## config.mk

```make
export PLATFORM = sky130hd
export DESIGN_NAME = touch_adc_trimmed_mean_filter
export DESIGN_NICKNAME = d
export VERILOG_FILES = /design/src/hdl/tmf_pkg.sv /design/src/hdl/tmf_cell.sv /design/src/hdl/tmf_div.sv /design/src/hdl/touch_adc_trimmed_mean_filter.sv
export VERILOG_INCLUDE_DIRS = /design/src /design/src/hdl
export SDC_FILE = /design/constraint.sdc
export NUM_CORES = 1
export LEC_CHECK = 0
export BUFFER_PORTS_ARGS = -buffer_cell sky130_fd_sc_hd__buf_4
export CAP_MARGIN = 20
export CORE_UTILIZATION = 33
export CTS_BUF_LIST = sky130_fd_sc_hd__clkbuf_4 sky130_fd_sc_hd__clkbuf_8 sky130_fd_sc_hd__clkbuf_16
export CTS_CLUSTER_SIZE = 8
export DETAILED_ROUTE_END_ITERATION = 7
export HOLD_SLACK_MARGIN = 0.02
export PLACE_DENSITY = 0.51
export SETUP_SLACK_MARGIN = 0.05
export SYNTH_ARGS = -nofsm -noshare
export SYNTH_HDL_FRONTEND = slang
export SYNTH_HIERARCHICAL = 1
export SYNTH_SLANG_ARGS = --single-unit
```

## constraint.sdc

```tcl
create_clock -name clk -period 6.81 [get_ports clk]
set_input_delay 1.362 -clock clk [delete_from_list [all_inputs] [get_ports clk]]
set_output_delay 1.362 -clock clk [all_outputs]
set_load 0.01 [all_outputs]
```

## src/hdl/assert_macros.svh

```systemverilog
// Assertion macros shared by the filter RTL.
`ifndef ASSERT_MACROS_SVH
`define ASSERT_MACROS_SVH

// Clocked assertion, disabled while reset is applied.
`define TMF_ASSERT(lbl, clk, rst_n, prop, msg) \
    lbl: assert property (@(posedge clk) disable iff (!rst_n) prop) else $error(msg);

// Clocked assertion that is also checked during reset.
`define TMF_ASSERT_ALWAYS(lbl, clk, prop, msg) \
    lbl: assert property (@(posedge clk) prop) else $error(msg);

`endif

```

## src/hdl/tmf_pkg.sv

```systemverilog
// Shared types and constants for the touch ADC trimmed mean filter.
`timescale 1ns / 1ps

package tmf_pkg;

    localparam int SAMPLES_PER_GROUP_DEF = 5;
    localparam int TRIM_EACH_END_DEF     = 1;

    localparam int SAMPLE_W  = 12;
    localparam int CHANNEL_W = 8;
    localparam int ERR_W     = 13;

    localparam logic [ERR_W-1:0] ERROR_RANGE_RESET = 13'd50;

    typedef struct packed {
        logic                insert;
        logic                shift;
        logic [SAMPLE_W-1:0] sample;
    } cell_ctrl_t;

endpackage

```

## src/hdl/tmf_cell.sv

```systemverilog
// One sorting cell: insertion-sort slot that can also shift toward cell 0.
`timescale 1ns / 1ps

module tmf_cell
    import tmf_pkg::*;
#(
    parameter int IDX   = 0,
    parameter int CNT_W = 3
)
(
    input  logic                clk,
    input  cell_ctrl_t          ctrl,
    input  logic [CNT_W-1:0]    fill,
    input  logic [SAMPLE_W-1:0] left_value,
    input  logic                left_gt,
    input  logic [SAMPLE_W-1:0] right_value,
    output logic [SAMPLE_W-1:0] value,
    output logic                gt
);

    logic [SAMPLE_W-1:0] value_reg;
    logic [SAMPLE_W-1:0] value_next;
    logic                occupied;

    assign occupied = (int'(fill) > IDX);
    assign gt       = occupied && (value_reg > ctrl.sample);
    assign value    = value_reg;

    always_comb
    begin
        value_next = value_reg;
        if (ctrl.shift)
        begin
            value_next = right_value;
        end
        else if (ctrl.insert && (gt || !occupied))
        begin
            value_next = left_gt ? left_value : ctrl.sample;
        end
    end

    always_ff @(posedge clk)
    begin
        value_reg <= value_next;
    end

endmodule

```

## src/hdl/tmf_div.sv

```systemverilog
// Divider by a constant: latch the dividend, then multiply by its rounded-up reciprocal.
`timescale 1ns / 1ps

module tmf_div
#(
    parameter int SUM_W   = 15,
    parameter int DIVISOR = 3
)
(
    input  logic             clk,
    input  logic             rst_n,
    input  logic             start,
    input  logic [SUM_W-1:0] dividend,
    output logic             done,
    output logic [SUM_W-1:0] quotient
);

    // exact floor division for every dividend below 2**SUM_W
    localparam int     SHIFT   = SUM_W + $clog2(DIVISOR);
    localparam int     MW      = SHIFT + 1;
    localparam int     PROD_W  = SUM_W + MW;
    localparam longint RECIP_L = ((longint'(1) <<< SHIFT) + longint'(DIVISOR) - longint'(1))
                                 / longint'(DIVISOR);
    localparam logic [MW-1:0] RECIP = MW'(RECIP_L);

    logic              busy_reg;
    logic              done_reg;
    logic [SUM_W-1:0]  dividend_reg;
    logic [SUM_W-1:0]  quo_reg;
    logic [PROD_W-1:0] product;

    assign product  = PROD_W'(dividend_reg) * PROD_W'(RECIP);
    assign done     = done_reg;
    assign quotient = quo_reg;

    always_ff @(posedge clk or negedge rst_n)
    begin
        if (!rst_n)
        begin
            busy_reg <= 1'b0;
            done_reg <= 1'b0;
        end
        else
        begin
            busy_reg <= start;
            done_reg <= busy_reg;
        end
    end

    always_ff @(posedge clk)
    begin
        if (start)
        begin
            dividend_reg <= dividend;
        end
        if (busy_reg)
        begin
            quo_reg <= product[SHIFT +: SUM_W];
        end
    end

endmodule

```

## src/hdl/touch_adc_trimmed_mean_filter.sv

```systemverilog
// Top level of the touch ADC trimmed mean filter.
//
//  port group   dir  fields (low bit up)                     beat accepted when
//  s_axis_*     in   tdata: sample[11:0]; tuser: channel      tvalid & tready
//  m_axis_*     out  tdata: value[11:0]; tuser: agreed,       tvalid & tready
//                    channel_out[7:0]
//  cfg_wr_*     in   error_range[12:0]                        cfg_wr_en
//
// A sample beat is insertion-sorted into the cell row as it is accepted.
// After a group's last beat come the drain through the row, the divide
// (latch sum, reciprocal multiply) and a finish step, with tready low
// meanwhile. The finish step of a pair waits while the output register
// still holds an unaccepted beat.
// Reset clears the counters, pair state, error_range (to 50) and output valid.
`timescale 1ns / 1ps

`include "assert_macros.svh"

module touch_adc_trimmed_mean_filter
    import tmf_pkg::*;
#(
    parameter int SAMPLES_PER_GROUP = SAMPLES_PER_GROUP_DEF,
    parameter int TRIM_EACH_END     = TRIM_EACH_END_DEF
)
(
    input  logic             clk,
    input  logic             rst_n,
    input  logic             s_axis_tvalid,
    output logic             s_axis_tready,
    input  logic [15:0]      s_axis_tdata,   // sample[11:0], zero pad
    input  logic [7:0]       s_axis_tuser,   // channel[7:0]
    output logic             m_axis_tvalid,
    input  logic             m_axis_tready,
    output logic [15:0]      m_axis_tdata,   // value[11:0], zero pad
    output logic [8:0]       m_axis_tuser,   // agreed, channel_out[7:0]
    input  logic             cfg_wr_en,
    input  logic [ERR_W-1:0] cfg_wr_data     // error_range[12:0]
);

    localparam int N     = SAMPLES_PER_GROUP;
    localparam int CNT_W = $clog2(N + 1);
    localparam int LO    = TRIM_EACH_END;
    localparam int HI    = N - TRIM_EACH_END;
    localparam int KEEP  = (N > 2 * TRIM_EACH_END) ? (N - 2 * TRIM_EACH_END) : 0;
    localparam int DIV_K = (KEEP > 0) ? KEEP : 1;
    localparam int SUM_W = SAMPLE_W + $clog2(N);

    localparam logic [1:0] ST_COLLECT = 2'd0;
    localparam logic [1:0] ST_DRAIN   = 2'd1;
    localparam logic [1:0] ST_DIV     = 2'd2;
    localparam logic [1:0] ST_FINISH  = 2'd3;

    logic [1:0]           state_reg,     state_next;
    logic [CNT_W-1:0]     cnt_reg,       cnt_next;
    logic                 second_reg,    second_next;
    logic [SAMPLE_W-1:0]  first_avg_reg, first_avg_next;
    logic [CHANNEL_W-1:0] held_ch_reg,   held_ch_next;
    logic [SUM_W-1:0]     sum_reg,       sum_next;
    logic [SAMPLE_W-1:0]  avg_reg,       avg_next;
    logic [ERR_W-1:0]     err_reg;
    logic                 out_valid_reg, out_valid_next;
    logic [SAMPLE_W-1:0]  out_value_reg, out_value_next;
    logic                 out_agreed_reg, out_agreed_next;
    logic [CHANNEL_W-1:0] out_ch_reg,    out_ch_next;

    logic                 in_acc;
    logic                 out_take;
    logic                 drain_last;
    logic                 div_start;
    logic                 div_done;
    logic [SUM_W-1:0]     div_quo;
    logic [SAMPLE_W-1:0]  diff;
    logic [SAMPLE_W:0]    pair_sum;
    logic                 agree;
    cell_ctrl_t           cell_ctrl;

    logic [SAMPLE_W-1:0]  cell_value [N];
    logic                 cell_gt    [N];

    assign s_axis_tready = (state_reg == ST_COLLECT);
    assign in_acc        = s_axis_tvalid && s_axis_tready;
    assign out_take      = out_valid_reg && m_axis_tready;
    assign drain_last    = (state_reg == ST_DRAIN) && (cnt_reg == CNT_W'(N - 1));
    assign div_start     = drain_last;

    assign cell_ctrl.insert = in_acc;
    assign cell_ctrl.shift  = (state_reg == ST_DRAIN);
    assign cell_ctrl.sample = s_axis_tdata[SAMPLE_W-1:0];

    genvar gi;
    generate
        for (gi = 0; gi < N; gi++)
        begin : g_cell
            logic [SAMPLE_W-1:0] lv;
            logic                lg;
            logic [SAMPLE_W-1:0] rv;
            if (gi == 0)
            begin : g_head
                assign lv = '0;
                assign lg = 1'b0;
            end
            else
            begin : g_body
                assign lv = cell_value[gi-1];
                assign lg = cell_gt[gi-1];
            end
            if (gi == N - 1)
            begin : g_tail
                assign rv = '0;
            end
            else
            begin : g_mid
                assign rv = cell_value[gi+1];
            end
            tmf_cell #(
                .IDX   (gi),
                .CNT_W (CNT_W)
            ) u_cell (
                .clk         (clk),
                .ctrl        (cell_ctrl),
                .fill        (cnt_reg),
                .left_value  (lv),
                .left_gt     (lg),
                .right_value (rv),
                .value       (cell_value[gi]),
                .gt          (cell_gt[gi])
            );
        end
    endgenerate

    tmf_div #(
        .SUM_W   (SUM_W),
        .DIVISOR (DIV_K)
    ) u_div (
        .clk      (clk),
        .rst_n    (rst_n),
        .start    (div_start),
        .dividend (sum_next),
        .done     (div_done),
        .quotient (div_quo)
    );

    assign diff     = (avg_reg > first_avg_reg) ? (avg_reg - first_avg_reg)
                                                : (first_avg_reg - avg_reg);
    assign agree    = ({1'b0, diff} < err_reg);
    assign pair_sum = {1'b0, avg_reg} + {1'b0, first_avg_reg};

    always_comb
    begin
        state_next      = state_reg;
        cnt_next        = cnt_reg;
        second_next     = second_reg;
        first_avg_next  = first_avg_reg;
        held_ch_next    = held_ch_reg;
        sum_next        = sum_reg;
        avg_next        = avg_reg;
        out_valid_next  = out_valid_reg && !out_take;
        out_value_next  = out_value_reg;
        out_agreed_next = out_agreed_reg;
        out_ch_next     = out_ch_reg;
        case (state_reg)
            ST_COLLECT:
            begin
                if (in_acc)
                begin
                    if ((cnt_reg == '0) && !second_reg)
                    begin
                        held_ch_next = s_axis_tuser;
                    end
                    if (cnt_reg == CNT_W'(N - 1))
                    begin
                        cnt_next   = '0;
                        sum_next   = '0;
                        state_next = ST_DRAIN;
                    end
                    else
                    begin
                        cnt_next = cnt_reg + 1'b1;
                    end
                end
            end
            ST_DRAIN:
            begin
                if ((int'(cnt_reg) >= LO) && (int'(cnt_reg) < HI))
                begin
                    sum_next = sum_reg + SUM_W'(cell_value[0]);
                end
                if (drain_last)
                begin
                    cnt_next   = '0;
                    state_next = ST_DIV;
                end
                else
                begin
                    cnt_next = cnt_reg + 1'b1;
                end
            end
            ST_DIV:
            begin
                if (div_done)
                begin
                    avg_next   = (KEEP == 0) ? '0 : div_quo[SAMPLE_W-1:0];
                    state_next = ST_FINISH;
                end
            end
            ST_FINISH:
            begin
                if (!second_reg)
                begin
                    first_avg_next = avg_reg;
                    second_next    = 1'b1;
                    state_next     = ST_COLLECT;
                end
                else if (!out_valid_reg || out_take)
                begin
                    out_valid_next  = 1'b1;
                    out_value_next  = agree ? pair_sum[SAMPLE_W:1] : '0;
                    out_agreed_next = agree;
                    out_ch_next     = held_ch_reg;
                    second_next     = 1'b0;
                    state_next      = ST_COLLECT;
                end
            end
            default:
            begin
                state_next = ST_COLLECT;
            end
        endcase
    end

    always_ff @(posedge clk or negedge rst_n)
    begin
        if (!rst_n)
        begin
            state_reg     <= ST_COLLECT;
            cnt_reg       <= '0;
            second_reg    <= 1'b0;
            first_avg_reg <= '0;
            held_ch_reg   <= '0;
            err_reg       <= ERROR_RANGE_RESET;
            out_valid_reg <= 1'b0;
        end
        else
        begin
            state_reg     <= state_next;
            cnt_reg       <= cnt_next;
            second_reg    <= second_next;
            first_avg_reg <= first_avg_next;
            held_ch_reg   <= held_ch_next;
            out_valid_reg <= out_valid_next;
            if (cfg_wr_en)
            begin
                err_reg <= cfg_wr_data;
            end
        end
    end

    always_ff @(posedge clk)
    begin
        sum_reg        <= sum_next;
        avg_reg        <= avg_next;
        out_value_reg  <= out_value_next;
        out_agreed_reg <= out_agreed_next;
        out_ch_reg     <= out_ch_next;
    end

    assign m_axis_tvalid = out_valid_reg;
    assign m_axis_tdata  = {{(16 - SAMPLE_W){1'b0}}, out_value_reg};
    assign m_axis_tuser  = {out_ch_reg, out_agreed_reg};

    `TMF_ASSERT(a_cnt_in_group, clk, rst_n, (cnt_reg < CNT_W'(N)), "sample count out of group")
    `TMF_ASSERT(a_disagree_zero, clk, rst_n, (m_axis_tvalid && !m_axis_tuser[0]) |-> (m_axis_tdata == 16'd0), "value nonzero without agreement")
    `TMF_ASSERT(a_result_from_pair, clk, rst_n, $rose(m_axis_tvalid) |-> $past(second_reg), "result without second group")
    `TMF_ASSERT(a_div_only_in_div, clk, rst_n, div_done |-> (state_reg == ST_DIV), "divider finished outside divide state")

endmodule
```

==> impl_table.tex, run 1 <==
\begin{tabular}{lr}
\hline
Metric & Value \\
\hline
\multicolumn{2}{l}{\textbf{Finish}} \\
Share of cells above drive strength 1 & 0.1045 \\
Area of all placed cells without fillers & 16780 µm² \\
Commonest cells after routing, fill and taps aside & ha\_1, inv\_1, nand2\_1 \\
Area added between synthesis and finish & 11.51\% \\
Most common library cell in the layout ignoring fill and taps & ha\_1 \\
Number of antenna diodes & 0 \\
Number of flip-flops in the largest register & 60 \\
Net count reported at finish & 1906 \\
Non-Filler Instances & 2180 \\
\multicolumn{2}{l}{\textbf{Pwr}} \\
Worst vdd rail ir drop & 0.3392 mV \\
Total power per unit cell area & 521.1 nW/µm² \\
Pleak & 7.618 nW \\
\multicolumn{2}{l}{\textbf{Die}} \\
Std cell rows & 77 \\
Floorplan die area & 46450 µm² \\
Die span in y & 215.5 µm \\
Standard cell core area & 44610 µm² \\
Starting density of the core & 0.3373 \\
Top-Level Pins & 69 \\
Die width & 215.5 µm \\
\multicolumn{2}{l}{\textbf{Clock tree}} \\
Maximum count of clock buffers along a single path & 2 \\
CTS root buffer & clkbuf\_16 \\
Clock Sinks & 177 \\
Clock-pin slew of the registers on the worst-case setup and hold paths & 0.07 ns \\
Number of buffers inserted for hold repair after clock tree synthesis & 0 \\
H-tree levels & 4 \\
Setup repair bufs after CTS & 0 \\
Cts repair resizes & 0 \\
CTS tree & built \\
Clock latency at the later pin of the worst-skew pair & 0.45 ns \\
Number of buffers added by the clock tree synthesis step & 17 \\
\multicolumn{2}{l}{\textbf{Timing}} \\
Unrepaired setup endpoints after global routing & no \\
Worst-case clock skew & 0.01391 ns \\
Shortest period the worst path allows & 5.646 ns \\
Maximum frequency from static timing analysis & 177.1 MHz \\
Worst Max-Slew Pin Slew & 1.125 ns \\
Final hold violation count & 0 \\
Count of final setup violators & 0 \\
Tcrit/Tclk final & 0.8291 \\
Final slew viol count & 0 \\
Accumulated negative setup slack & 0 ns \\
Slew HR & 0.2486 \\
\multicolumn{2}{l}{\textbf{Drt}} \\
Via count normalized by instance count & 4.933 \\
Per-cell routed wire length & 15.44 µm \\
Count of unresolved DRC violations after routing & 0 \\
Count of nets left with antenna violations after detail routing & 0 \\
1st-pass router iterations & 4 \\
Number of DRC violations after detailed-routing iteration 0 & 478 \\
DRT Wirelength & 33670 µm \\
Overall via count from detail\_route & 10755 \\
\multicolumn{2}{l}{\textbf{Run status}} \\
Run status & finished clean \\
\multicolumn{2}{l}{\textbf{Placement}} \\
Detailed placement HPWL & 26850 µm \\
Placed Instances & 2145 \\
Number of port buffers & 60 \\
Cell area reported after detailed placement & 16150 µm² \\
GP Congestion & 0.8798 \\
\multicolumn{2}{l}{\textbf{Worst setup path}} \\
Worst endpoint data arrival time & 5.84 ns \\
Worst path required time & 7.01 ns \\
Critical Path Most Common Cell & fa\_1 \\
Crit-path max FO & 6 \\
Kind of end point of the critical path & flop \\
Class of the most critical setup path & flop to flop \\
Slowest CP cell & fa\_1 \\
Series of cell instances along the critical path & ha\_1, ha\_1, xor2\_1, fa\_1, fa\_1, inv\_1, fa\_1, inv\_1, fa\_1, ha\_1, o21ai\_0, o211ai\_1, a221oi\_2, o221ai\_2, a311o\_1, xor2\_1 \\
Worst setup SP type & flop \\
Maximum single-stage delay on the critical path & 0.54 ns \\
\multicolumn{2}{l}{\textbf{GRT}} \\
Total track usage & 0.1494 \\
Via count of the first global-routing pass & 11043 \\
Global-route wire length before repair & 55880 µm \\
Largest net degree at the start of global routing & 76 \\
Leftover overflow at the end of global routing & 0 \\
Number of antenna violations at the first check in global routing & 1 \\
\multicolumn{2}{l}{\textbf{Yosys}} \\
Post-Synthesis Mean Instance Area & 10.05 µm² \\
Mapped Cells & 1497 \\
Warnings, synthesis & 6 \\
Post-synthesis instance area & 15050 µm² \\
\multicolumn{2}{l}{\textbf{Worst hold path}} \\
Worst min-delay path class & flop to flop \\
\multicolumn{2}{l}{\textbf{Run}} \\
Max-capacitance violation count & 0 \\
\hline
\end{tabular}
## worst paths after layout
kind	from	end	slack [ns]	cells past startpoint
max	u_div/dividend_reg[12]$_DFFE_PP_	u_div/quotient[9]$_DFFE_PP_	1.16	16
min	u_div/quotient[9]$_DFFE_PP_	avg_reg[9]$_DFFE_PP_	0.42	0
max reg2reg	u_div/dividend_reg[12]$_DFFE_PP_	u_div/quotient[9]$_DFFE_PP_	1.16	16
min reg2reg	u_div/quotient[9]$_DFFE_PP_	avg_reg[9]$_DFFE_PP_	0.42	0
max in group asynchronous	rst_n	first_avg_reg[2]$_DFFE_PN0P_	5.49	1
min in group asynchronous	rst_n	first_avg_reg[11]$_DFFE_PN0P_	0.91	1
## critical path, delay by kind of cell, from the launching register on
kind / cells / cell delay [ns]
flip-flops: 1 / 0.44
AO/OA/AOI/OAI: 5 / 1.27
buffers and inverters: 2 / 0.11
XOR/XNOR: 2 / 0.54
adder cells (fa/ha/maj): 7 / 3.03
## area by class of cell
type	instances	area, µm²
repair buffers	72	548.0
clock buffers	22	510.5
flip-flops and latches	177	4959
well taps	592	740.7
inverters	205	769.5
fillers	4419	27830
multi-input cells	1102	9164
clock inverters	10	86.33
## per-layer routing
metal	vias up	wire (µm)	GRT usage
met5	-	13	0
met2	125	16150	0.2530
li1	5408	-	-
met1	5191	15990	0.1952
met4	2	473	0.03641
met3	29	1044	0.02889
## power by group
part / internal (mW) / leakage, nW / switching [mW]
logic: 2.26 / 5.56 / 3.34
registers: 1.82 / 1.76 / 0.315
clock network: 0.544 / 0.292 / 0.460
total: 4.63 / 7.62 / 4.12
## through the flow
step / setup WS (ns) / power, mW / utilization / hold WS, ns
after global routing: 0.7755 / 9.644 / 0.3761 / 0.4239
after detailed placement: 1.092 / 7.787 / 0.3621 / 0.4057
final: 1.164 / 8.743 / 0.3761 / 0.4190
after floorplan: 1.558 / 6.291 / - / 0.4003
after CTS: 1.095 / 8.843 / 0.3754 / 0.4221
after global placement: 1.113 / 7.678 / 0.3621 / 0.4032
(Power assumes the default switching activity.)
==> run 2: changes to the inputs <==
PLACE_DENSITY = 0.53   (was 0.51)
clock period = 4.8 ns   (was 6.81 ns; I/O delays follow)
==> run 2 against run 1 <==
- the flow now finishes with violations (setup timing)
- clock skew is 0.0017 ns lower
- clock power is 37% higher
- die area stayed put
- sequential cell count stayed put
- sequential power is 41% higher
- register-to-register slack worse by 1.4 ns
- combinational power is 77% higher
- core utilization is 2.7 points higher
- clock-buffer cell count is 5 lower
- worst setup slack worse by 1.4 ns
- total power is 64% higher
- sequential share of layout area is 2.0 points lower
==> impl_table.tex, run 2 (synthesis results as in run 1) <==
\begin{tabular}{lr}
\hline
Metric & Value \\
\hline
\multicolumn{2}{l}{\textbf{Worst setup path}} \\
Crit-path max FO & 3 (was 6) \\
Slowest CP cell & fa\_1 (unchanged) \\
Worst endpoint data arrival time & 5.24 ns (was 5.84 ns) \\
Class of the most critical setup path & flop to flop (unchanged) \\
Series of cell instances along the critical path & ha\_4, ha\_4, xor2\_4, buf\_4, fa\_2, buf\_4, fa\_1, fa\_1, ha\_4, ha\_4, and4\_4, and4\_4, a221oi\_4, o221ai\_2, a311o\_1, xor2\_1 (was ha\_1, ha\_1, xor2\_1, fa\_1, fa\_1, inv\_1, fa\_1, inv\_1, fa\_1, ha\_1, o21ai\_0, o211ai\_1, a221oi\_2, o221ai\_2, a311o\_1, xor2\_1) \\
Worst setup SP type & flop (unchanged) \\
Maximum single-stage delay on the critical path & 0.59 ns (was 0.54 ns) \\
Critical Path Most Common Cell & ha\_4 (was fa\_1) \\
Kind of end point of the critical path & flop (unchanged) \\
Worst path required time & 5.00 ns (was 7.01 ns) \\
\multicolumn{2}{l}{\textbf{GRT}} \\
Largest net degree at the start of global routing & 82 (was 76) \\
Leftover overflow at the end of global routing & 0 (unchanged) \\
Global-route wire length before repair & 57470 µm (was 55880 µm) \\
Via count of the first global-routing pass & 11615 (was 11043) \\
Number of antenna violations at the first check in global routing & 1 (unchanged) \\
Total track usage & 0.1535 (was 0.1494) \\
\multicolumn{2}{l}{\textbf{Drt}} \\
DRT Wirelength & 34540 µm (was 33670 µm) \\
Per-cell routed wire length & 15.17 µm (was 15.44 µm) \\
Count of nets left with antenna violations after detail routing & 0 (unchanged) \\
Count of unresolved DRC violations after routing & 0 (unchanged) \\
Overall via count from detail\_route & 11152 (was 10755) \\
Via count normalized by instance count & 4.898 (was 4.933) \\
1st-pass router iterations & 5 (was 4) \\
Number of DRC violations after detailed-routing iteration 0 & 419 (was 478) \\
\multicolumn{2}{l}{\textbf{Pwr}} \\
Fraction of power consumed by sequential logic & 0.211 (was 0.245) \\
Total power per unit cell area & 795.1 nW/µm² (was 521.1 nW/µm²) \\
Combinational group share of total power & 0.693 (was 0.641) \\
Internal power contribution & 7.869 mW (was 4.625 mW) \\
Switching part of the total & 0.4495 (was 0.4709) \\
Pleak & 8.075 nW (was 7.618 nW) \\
Design Power & 14.29 mW (was 8.743 mW) \\
Clk network pwr share & 0.096 (was 0.115) \\
Switch Pwr & 6.426 mW (was 4.117 mW) \\
Worst vdd rail ir drop & 0.4948 mV (was 0.3392 mV) \\
\multicolumn{2}{l}{\textbf{Finish}} \\
Fill cells & 4389 (was 4419) \\
Share of cells above drive strength 1 & 0.1988 (was 0.1045) \\
Area added between synthesis and finish & 19.50\% (was 11.51\%) \\
Post-route core utilization & 0.4031 (was 0.3761) \\
Non-Filler Instances & 2277 (was 2180) \\
Number of flip-flops in the largest register & 60 (unchanged) \\
Most common library cell in the layout ignoring fill and taps & ha\_1 (unchanged) \\
Number of antenna diodes & 0 (unchanged) \\
Commonest cells after routing, fill and taps aside & ha\_1, inv\_1, buf\_4 (was ha\_1, inv\_1, nand2\_1) \\
Area of all placed cells without fillers & 17980 µm² (was 16780 µm²) \\
Net count reported at finish & 2003 (was 1906) \\
\multicolumn{2}{l}{\textbf{Timing}} \\
Final slew viol count & 0 (unchanged) \\
Worst-case clock skew & 0.01222 ns (was 0.01391 ns) \\
Shortest period the worst path allows & 5.043 ns (was 5.646 ns) \\
Final hold violation count & 0 (unchanged) \\
Worst setup margin & -0.2431 ns (was 1.164 ns) \\
Count of final setup violators & 10 (was 0) \\
Worst Max-Slew Pin Slew & 0.7648 ns (was 1.125 ns) \\
Maximum frequency from static timing analysis & 198.3 MHz (was 177.1 MHz) \\
Slew HR & 0.4902 (was 0.2486) \\
Tcrit/Tclk final & 1.051 (was 0.8291) \\
Unrepaired setup endpoints after global routing & yes (was no) \\
\multicolumn{2}{l}{\textbf{Clock tree}} \\
Clock-pin slew of the registers on the worst-case setup and hold paths & 0.07 ns (about the same) \\
Clock Sinks & 177 (unchanged) \\
Number of buffers inserted for hold repair after clock tree synthesis & 0 (unchanged) \\
CTS root buffer & clkbuf\_16 (unchanged) \\
CTS tree & built (unchanged) \\
H-tree levels & 4 (unchanged) \\
Clock latency at the later pin of the worst-skew pair & 0.45 ns (about the same) \\
Maximum count of clock buffers along a single path & 2 (unchanged) \\
Number of buffers added by the clock tree synthesis step & 17 (unchanged) \\
\multicolumn{2}{l}{\textbf{Die}} \\
Die span in y & 215.5 µm (unchanged) \\
Floorplan die area & 46450 µm² (unchanged) \\
Top-Level Pins & 69 (unchanged) \\
Starting density of the core & 0.3373 (unchanged) \\
Die width & 215.5 µm (unchanged) \\
Std cell rows & 77 (unchanged) \\
Standard cell core area & 44610 µm² (unchanged) \\
\multicolumn{2}{l}{\textbf{Placement}} \\
Detailed placement HPWL & 27420 µm (was 26850 µm) \\
Number of port buffers & 60 (unchanged) \\
Cell area reported after detailed placement & 17020 µm² (was 16150 µm²) \\
Placed Instances & 2225 (was 2145) \\
GP Congestion & 0.8547 (was 0.8798) \\
\multicolumn{2}{l}{\textbf{Worst hold path}} \\
Worst min-delay path class & flop to flop (unchanged) \\
\multicolumn{2}{l}{\textbf{Run status}} \\
Violated checks & setup timing \\
Run status & finished with violations (was finished clean) \\
\multicolumn{2}{l}{\textbf{Run}} \\
Max-capacitance violation count & 0 (unchanged) \\
\hline
\end{tabular}
run 2: changes by cell type in the layout (fill, tap and decap cells not counted), moves of 4 or more:
cell     change
a21oi_2      +5
o21ai_0      -4
ha_1        -25
inv_2       +12
buf_4       +94
ha_4        +22
a21oi_1      -6
inv_1       -12
fa_1        -11
fa_2        +11
run 2: power groups by stage:
stage                     Combinational [mW]  Sequential, mW  Clock [mW]
final                                   9.91            3.02        1.37
after detailed placement                9.04            3.07           0
after floorplan                         6.63            2.92           0
after CTS                               9.71            3.04        1.42
after global routing                    11.1            3.10        1.47
after global placement                  8.89            3.06           0
run 2: metal layers:
layer	share of wire	routed length [µm]	vias to the layer above	track usage
li1	-	-	5608	-
met1	0.46	16020	5367	0.1922
met2	0.49	17030	146	0.2712
met3	0.029	997	29	0.03002
met4	0.014	483	2	0.03381
met5	0.00032	11	-	0
run 2: critical path, delay by kind of cell, from the launching register on:
family	cells	cell delay, ns
AOI/OAI and AO/OA	3	0.81
xor gates and xnor gates	2	0.32
adders and majority gates	7	2.50
buffers and inverters	2	0.31
DFF	1	0.48
and+or+nand+nor	2	0.39
run 2: worst paths after layout:
path                                             startpoint                      endpoint  slack [ns]  cells after the start
setup / recovery           u_div/dividend_reg[14]$_DFFE_PP_   u_div/quotient[9]$_DFFE_PP_       -0.24                     16
hold / removal                  u_div/quotient[2]$_DFFE_PP_          avg_reg[2]$_DFFE_PP_        0.42                      0
setup reg to reg           u_div/dividend_reg[14]$_DFFE_PP_   u_div/quotient[9]$_DFFE_PP_       -0.24                     16
hold reg to reg                 u_div/quotient[2]$_DFFE_PP_          avg_reg[2]$_DFFE_PP_        0.42                      0
max in group asynchronous                             rst_n    held_ch_reg[6]$_DFFE_PN0P_        3.88                      1
min in group asynchronous                             rst_n  first_avg_reg[0]$_DFFE_PN0P_        0.52                      1
run 2: timing repair:
action | 4_1_cts | 5_1_grt
setup endpoints to repair | 12 | 12
buffers inserted | 12 | 6
cloned | 0 | 0
gates resized for setup | 32 | 20
pin swaps | 24 | 32
run 2: cell type report:
type	count	area, µm²	area share
multi-input combinational	1102	9658	0.5372
sequential	177	4959	0.2758
clock buffer	17	425.4	0.02366
tap	592	740.7	0.04120
timing repair buffer	169	1287	0.07161
clock inverter	15	140.1	0.007794
inverter	205	769.5	0.04280
run 2: per-stage QoR:
step	TNS [ns]	worst slack, ns	hold slack [ns]
2_1_floorplan	-0.06878	-0.05606	0.4003
3_3_place_gp	-1.518	-0.3125	0.4056
3_5_place_dp	-1.977	-0.3662	0.4052
4_1_cts	-1.086	-0.2664	0.4223
5_1_grt	-2.723	-0.3708	0.4270
6_report	-1.230	-0.2431	0.4206
